**config.mk**
```make
export PLATFORM = sky130hd
export DESIGN_NAME = phsm_fifo
export DESIGN_NICKNAME = d
export VERILOG_FILES = /design/src/sv/phsm_fifo.sv
export SDC_FILE = /design/constraint.sdc
export NUM_CORES = 1
export LEC_CHECK = 0
export BUFFER_PORTS_ARGS = -buffer_cell sky130_fd_sc_hd__buf_4
export CORE_MARGIN = 2
export CORE_UTILIZATION = 55
export DETAILED_ROUTE_END_ITERATION = 10
export PLACE_DENSITY = 0.79
export SLEW_MARGIN = 30
export SYNTH_ARGS = -nofsm -noshare
export SYNTH_HDL_FRONTEND = slang
export SYNTH_SLANG_ARGS = --single-unit
```
**constraint.sdc**
```tcl
create_clock -name aclk -period 3 [get_ports aclk]
set_clock_uncertainty 0.1 [all_clocks]
set_input_delay 0.6 -clock aclk [delete_from_list [all_inputs] [get_ports aclk]]
set_output_delay 0.6 -clock aclk [all_outputs]
set_load 0.01 [all_outputs]
```
**src/sv/phsm_fifo.sv**
```systemverilog
// short request queue between the front and back parts
`timescale 1ns / 1ps

module phsm_fifo #(
    parameter int WIDTH = 8,
    parameter int DEPTH = 4
) (
    input  logic             aclk,
    input  logic             aresetn,
    input  logic             push,
    input  logic [WIDTH-1:0] push_data,
    output logic             full,
    input  logic             pop,
    output logic [WIDTH-1:0] pop_data,
    output logic             empty
);

    localparam int PTR_BITS = $clog2(DEPTH);
    localparam int CNT_BITS = $clog2(DEPTH + 1);

    logic [WIDTH-1:0]    entry_reg [DEPTH];
    logic [PTR_BITS-1:0] wr_ptr_reg, wr_ptr_next;
    logic [PTR_BITS-1:0] rd_ptr_reg, rd_ptr_next;
    logic [CNT_BITS-1:0] count_reg, count_next;
    logic                do_push, do_pop;

    assign full     = (count_reg == CNT_BITS'(DEPTH));
    assign empty    = (count_reg == '0);
    assign do_push  = push && !full;
    assign do_pop   = pop && !empty;
    assign pop_data = entry_reg[rd_ptr_reg];

    always_comb begin
        wr_ptr_next = wr_ptr_reg;
        rd_ptr_next = rd_ptr_reg;
        count_next  = count_reg;
        if (do_push) begin
            wr_ptr_next = (wr_ptr_reg == PTR_BITS'(DEPTH - 1)) ? '0 : wr_ptr_reg + 1'b1;
        end
        if (do_pop) begin
            rd_ptr_next = (rd_ptr_reg == PTR_BITS'(DEPTH - 1)) ? '0 : rd_ptr_reg + 1'b1;
        end
        if (do_push && !do_pop) begin
            count_next = count_reg + 1'b1;
        end else if (do_pop && !do_push) begin
            count_next = count_reg - 1'b1;
        end
    end

    always_ff @(posedge aclk) begin
        if (!aresetn) begin
            wr_ptr_reg <= '0;
            rd_ptr_reg <= '0;
            count_reg  <= '0;
        end else begin
            wr_ptr_reg <= wr_ptr_next;
            rd_ptr_reg <= rd_ptr_next;
            count_reg  <= count_next;
        end
    end

    always_ff @(posedge aclk) begin
        if (do_push) begin
            entry_reg[wr_ptr_reg] <= push_data;
        end
    end

endmodule

```
==> Yosys cells after proc, flatten, opt, wreduce, memory -nomap -nowiden <==
Memories as Yosys holds them, arrays and structs flattened. A register that Yosys moved wholly into a read port is not among the register bits.
Cells that the tools add are included.
{ "word_totals": {"regBits": 7, "mem_bits_rw": 32, "in_bits": 12, "out_inout_bits": 10, "n_memories": 1} }
{ "memory_table": {"columns": ["memory", "words", "word_bits", "read_ports", "rd_clocked_by_memory_dff", "write_ports", "line", "source"], "rows": [
  ["entry_reg", 4, 8, 1, 1, 1, "21", "logic [WIDTH-1:0] entry_reg [DEPTH];"]
]} }
{ "classes": {"add_sub_neg": 4, "eq_ne": 3, "muxes": 8, "n_reduce_logical": 10} }
{ "ops": {"columns": ["operator", "count"], "rows": [
  ["2-bit two-way mux", 4],
  ["3-bit two-way mux", 2],
  ["2-bit by 1-bit adder with 2-bit output (second input constant)", 2],
  ["2-bit == test (second input constant)", 2],
  ["1-bit logical AND", 4],
  ["1-bit logical NOT", 4],
  ["3-bit by 1-bit adder with 3-bit output (second input constant)", 1],
  ["3-bit == test (second input constant)", 1],
  ["3-bit logical NOT", 1],
  ["3-bit by 1-bit subtractor with 3-bit output (second input constant)", 1],
  ["1-bit two-way mux", 2],
  ["2-bit nonzero test", 1]
]} }

==> Longest topological paths before layout <==
{ "logic_depth": {"depth_word": 7, "mapped_depth": 9, "depth_no_buf": 8} }

==> Worst setup path after synthesis <==
No wires, ideal clock.
{ "synth_path": {"path_type": "input to register", "startpoint": "in push", "endpoint": "reg count_reg[2]", "setup_time_ns": 0.076, "arrival_time_ns": 2.024, "required_ns": 2.824, "path_slack_ns": 0.801, "stages": 8, "path_buffers": 1, "path_cell_list": "nor2b_1 buf_2 ha_1 inv_1 fa_1 xor2_1 or3_1 a21boi_0"} }
{ "synth_via": {"elab_chain_len": 4} }
{ "synth_lines": {"columns": ["item", "line", "source"], "rows": [
  ["start: declaration", "10", "input logic push,"],
  ["1-bit logical AND *", "29", "assign do_push = push && !full;"],
  ["named net do_push", "25", "logic do_push, do_pop;"],
  ["1-bit logical NOT", "45", "end else if (do_pop && !do_push) begin"],
  ["1-bit logical AND", "45", null],
  ["2-bit nonzero test (no source line)", null, null],
  ["end signal: assignment", "58", "count_reg <= count_next;"],
  ["end: declaration", "24", "logic [CNT_BITS-1:0] count_reg, count_next;"]
]} }
The timed path passes the listed nets; every way through them passes the cells marked *.
A chain may end at the register's enable or synchronous reset.

==> Worst setup path after layout <==
{ "layout_path": {"startpoint": "reg count_reg[1]", "endpoint": "reg count_reg[2]"} }
{ "layout_via": {"elab_chain_len": 6} }
{ "layout_lines": {"columns": ["item"], "rows": [
  ["parallel branches: the longest is 6 deep, another holds 3-bit by 1-bit subtractor with 3-bit output"]
]} }
Several ways; the timed one is not identified. The select of a mux whose other input is x is not followed.

==> reports/qor_table.md <==
| Result | This run | Unit |
|---|---|---|
| Run status | finished clean | - |
| Buffers on Ports | 21 | - |
| Setup repair after global routing missed its margin | no | - |
| Power per cell area | 761 | nW/um^2 |
| Half-perimeter wire length of the detailed placement result | 1680 | um |
| Internal cell power | 1.01 | mW |
| Slack of the worst reg-to-reg path | 530 | ps |
| Most common library cell in the layout ignoring fill and taps | sky130_fd_sc_hd__edfxtp_1 | - |
| Initial core utilization | 58.6 | % |
| Part of the total power dissipated in combinational logic | 27.8 | % |
| Clock H-tree levels | 2 | - |
| Hold-critical path endpoint | entry_reg[0][2] | - |
| Number of CTS-inserted buffers | 5 | - |
| Site row count | 19 | - |
| Ratio of routed vias to standard cells | 5.54 | - |
| Worst slew margin | 62.8 | % |
| Per-cell routed wire length | 15.7 | um |
| Transition time at the pin with the least slew margin | 553 | ps |
| Gr ovfl total | 0 | - |
| Area of all placed cells without fillers | 1860 | um^2 |
| Dpl cell area | 1810 | um^2 |
| Final min period | 2470 | ps |
| Worst Hold Margin | 349 | ps |
| Hold violation count in the final report | 0 | - |
| Portion of total power attributed to the clock network | 17.6 | % |
| Sum of negative setup slack | 0 | ps |
| Final WL | 2340 | um |
| Number of maximum-capacitance constraint violations | 0 | - |
| Clock-pin slew reported for the worst setup and hold paths after clock tree synthesis | 120 | ps |
| Count of hold buffers inserted by post-cts repair | 0 | - |
| Die area | 3420 | um^2 |
| Clock buffer depth | 2 | - |
| Post-CTS setup-driven buffer insertion count | 0 | - |
| DRC violation count after routing | 0 | - |
| Initial DRC count | 11 | - |
| Number of ports placed on the die boundary | 22 | - |
| First-pass iteration count of the detailed router | 3 | - |
| Register bit count reported by yosys | 41 | - |
| CP endpoint kind | flop | - |
| Post-Synthesis Cell Area | 1630 | um^2 |
| Critical path data arrival time | 2640 | ps |
| DIE HEIGHT | 58.4 | um |
| Cell depth of the worst min-delay path | 1 | - |
| Leak | 0.681 | nW |
| Number of antenna violations at the first check in global routing | 0 | - |
| Maximum vdd ir drop | 0.000564 | V |
| Layout Utilization | 66.9 | % |
| Post-synthesis instance total | 93 | - |
| Start-to-end type of the worst setup path | reg -> reg | - |
| Antenna diodes | 0 | - |
| Total net switching power | 0.401 | mW |
| Remaining antenna violation count after routing | 0 | - |
| Switching share of power | 28.4 | % |
| Clock Sink Count | 41 | - |
| CP Launch Point | count_reg[1] | - |
| First-pass GRT wire length | 3760 | um |
| Total area of multi-input combinational cells | 460 | um^2 |
| Reg-to-reg startpoint | count_reg[1] | - |
| Cell at the root of the clock tree | sky130_fd_sc_hd__clkbuf_4 | - |
| Maximum operating frequency | 406 | MHz |
| Sequential cell area fraction in the yosys report | 70.0 | % |
| Number of cells traversed by the worst register-to-register path | 8 | - |
| Syn avg cell area | 17.5 | um^2 |
| Total setup violations reported at the end of the flow | 0 | - |
| Worst flop-to-flop path endpoint | count_reg[2] | - |
| X dimension of the die | 58.4 | um |
| Sequential power share | 54.6 | % |
| Net count of the finished layout | 136 | - |
| Final slew viol count | 0 | - |
| Core box area | 2780 | um^2 |
| Required time at the worst-slack endpoint | 3170 | ps |
| Critical path fanouts, max | 7 | - |
| Maximum number of pins on one net before global-route repair | 13 | - |
| Global placer's final weighted congestion | 0.671 | - |
| Startpoint types | flop | - |
| Vias in the first global route | 814 | - |
| Share of layout cells above drive strength 1 | 31.4 | % |
| Total of cells resized after clock tree synthesis | 0 | - |
| Syn nets | 112 | - |
| Largest register FFs | 32 | - |
| GRT Resource Usage Total | 16.0 | % |
| Source-to-sink clock delay at the later pin of the worst-skew pair | 340 | ps |
| Synth warnings | 0 | - |
| CTS tree | built | - |
| Hold crit path type | in -> reg | - |
| Leading cell types in the layout, fill and taps excluded | sky130_fd_sc_hd__edfxtp_1, sky130_fd_sc_hd__buf_4, sky130_fd_sc_hd__dfxtp_1, sky130_fd_sc_hd__mux4_2 | - |
| Number of inserted filler cells in the final layout | 207 | - |
| Storage element area | 1140 | um^2 |
| Area Growth Syn to Fin | 14.1 | % |
| Startpoint of the most critical hold path | push_data[2] | - |
| Post-route clock period utilization | 82.2 | % |
| Distinct cells, synth | 23 | - |
| Total vias in the final route | 826 | - |
critical path, cell delays in order, from the launching register on:
cell	delay, ps
sky130_fd_sc_hd__dfxtp_1	460
sky130_fd_sc_hd__nor3b_2	90
sky130_fd_sc_hd__nor2b_1	430
sky130_fd_sc_hd__ha_1	270
sky130_fd_sc_hd__inv_1	60
sky130_fd_sc_hd__fa_1	370
sky130_fd_sc_hd__xor2_1	150
sky130_fd_sc_hd__or3_1	300
sky130_fd_sc_hd__a21boi_0	160
power groups by stage:
stage | clock network [mW] | logic (mW) | registers [mW]
after floorplan | 0 | 0.288 | 0.745
after global placement | 0 | 0.383 | 0.784
after detailed placement | 0 | 0.401 | 0.788
after CTS | 0.261 | 0.401 | 0.776
after global routing | 0.285 | 0.439 | 0.789
final | 0.250 | 0.393 | 0.773
cells in the mapped netlist (all sizes together):
cell / instances / area share [%]
o21ai: 3 / 0.92
nand2: 6 / 1.4
nor3b: 1 / 0.77
and2: 5 / 1.9
nor3: 1 / 0.31
or3: 1 / 0.38
mux2i: 3 / 1.8
o31ai: 1 / 0.46
fa: 1 / 1.2
a21boi: 1 / 0.46
buf: 3 / 0.84
nor2: 2 / 0.46
ha: 6 / 4.6
inv: 3 / 0.69
nand3: 2 / 0.61
edfxtp: 32 / 59
nor2b: 2 / 0.77
xnor2: 1 / 0.54
xor2: 1 / 0.54
dfxtp: 9 / 11
mux4: 8 / 11
clkbuf: 1 / 0.23
layout make-up:
cell class                 count  share of cell area (%)
inverter                       3                   0.605
timing repair buffer          21                    8.47
sequential                    41                    61.3
tap                           31                    2.08
multi-input combinational     45                    24.7
clock inverter                 2                   0.538
clock buffer                   6                    2.22
how the worst max path moves through the flow:
stage	slack, ps	endpoint	depth (start not counted)
after global routing	360	count_reg[2]	8
after floorplan	800	count_reg[2]	8
after detailed placement	380	count_reg[2]	8
after CTS	500	pop_data[5]	2
final	530	count_reg[2]	8
after global placement	520	count_reg[2]	8
metal layers:
| layer | track usage (%) | part of all wire [%] | vias to the layer above |
|---|---|---|---|
| met5 | 0 | 0 | - |
| met4 | 5.98 | 1.7 | 0 |
| met3 | 7.03 | 5.6 | 7 |
| met2 | 26.0 | 52 | 19 |
| met1 | 18.8 | 41 | 402 |
| li1 | - | - | 398 |
metrics by stage:
step / power, mW / std cells / worst slack [ps]
6_report: 1.42 / 149 / 534
2_1_floorplan: 1.03 / 93 / 801
5_1_grt: 1.51 / 149 / 360
4_1_cts: 1.44 / 149 / 498
3_3_place_gp: 1.17 / 141 / 523
3_5_place_dp: 1.19 / 141 / 378
logic make-up (layout without fill, tap and decap cells):
kind of cell | Yosys count | in the layout | synth area share, %
buffers and inverters | 7 | 32 | 1.76
adders and majority gates | 7 | 7 | 5.83
and+or+nand+nor | 20 | 20 | 6.60
xor gates and xnor gates | 2 | 2 | 1.07
DFF | 41 | 41 | 70.0
muxes | 11 | 11 | 12.9
AOI/OAI and AO/OA | 5 | 5 | 1.84
Note: power is estimated with default switching activity, not from simulation.
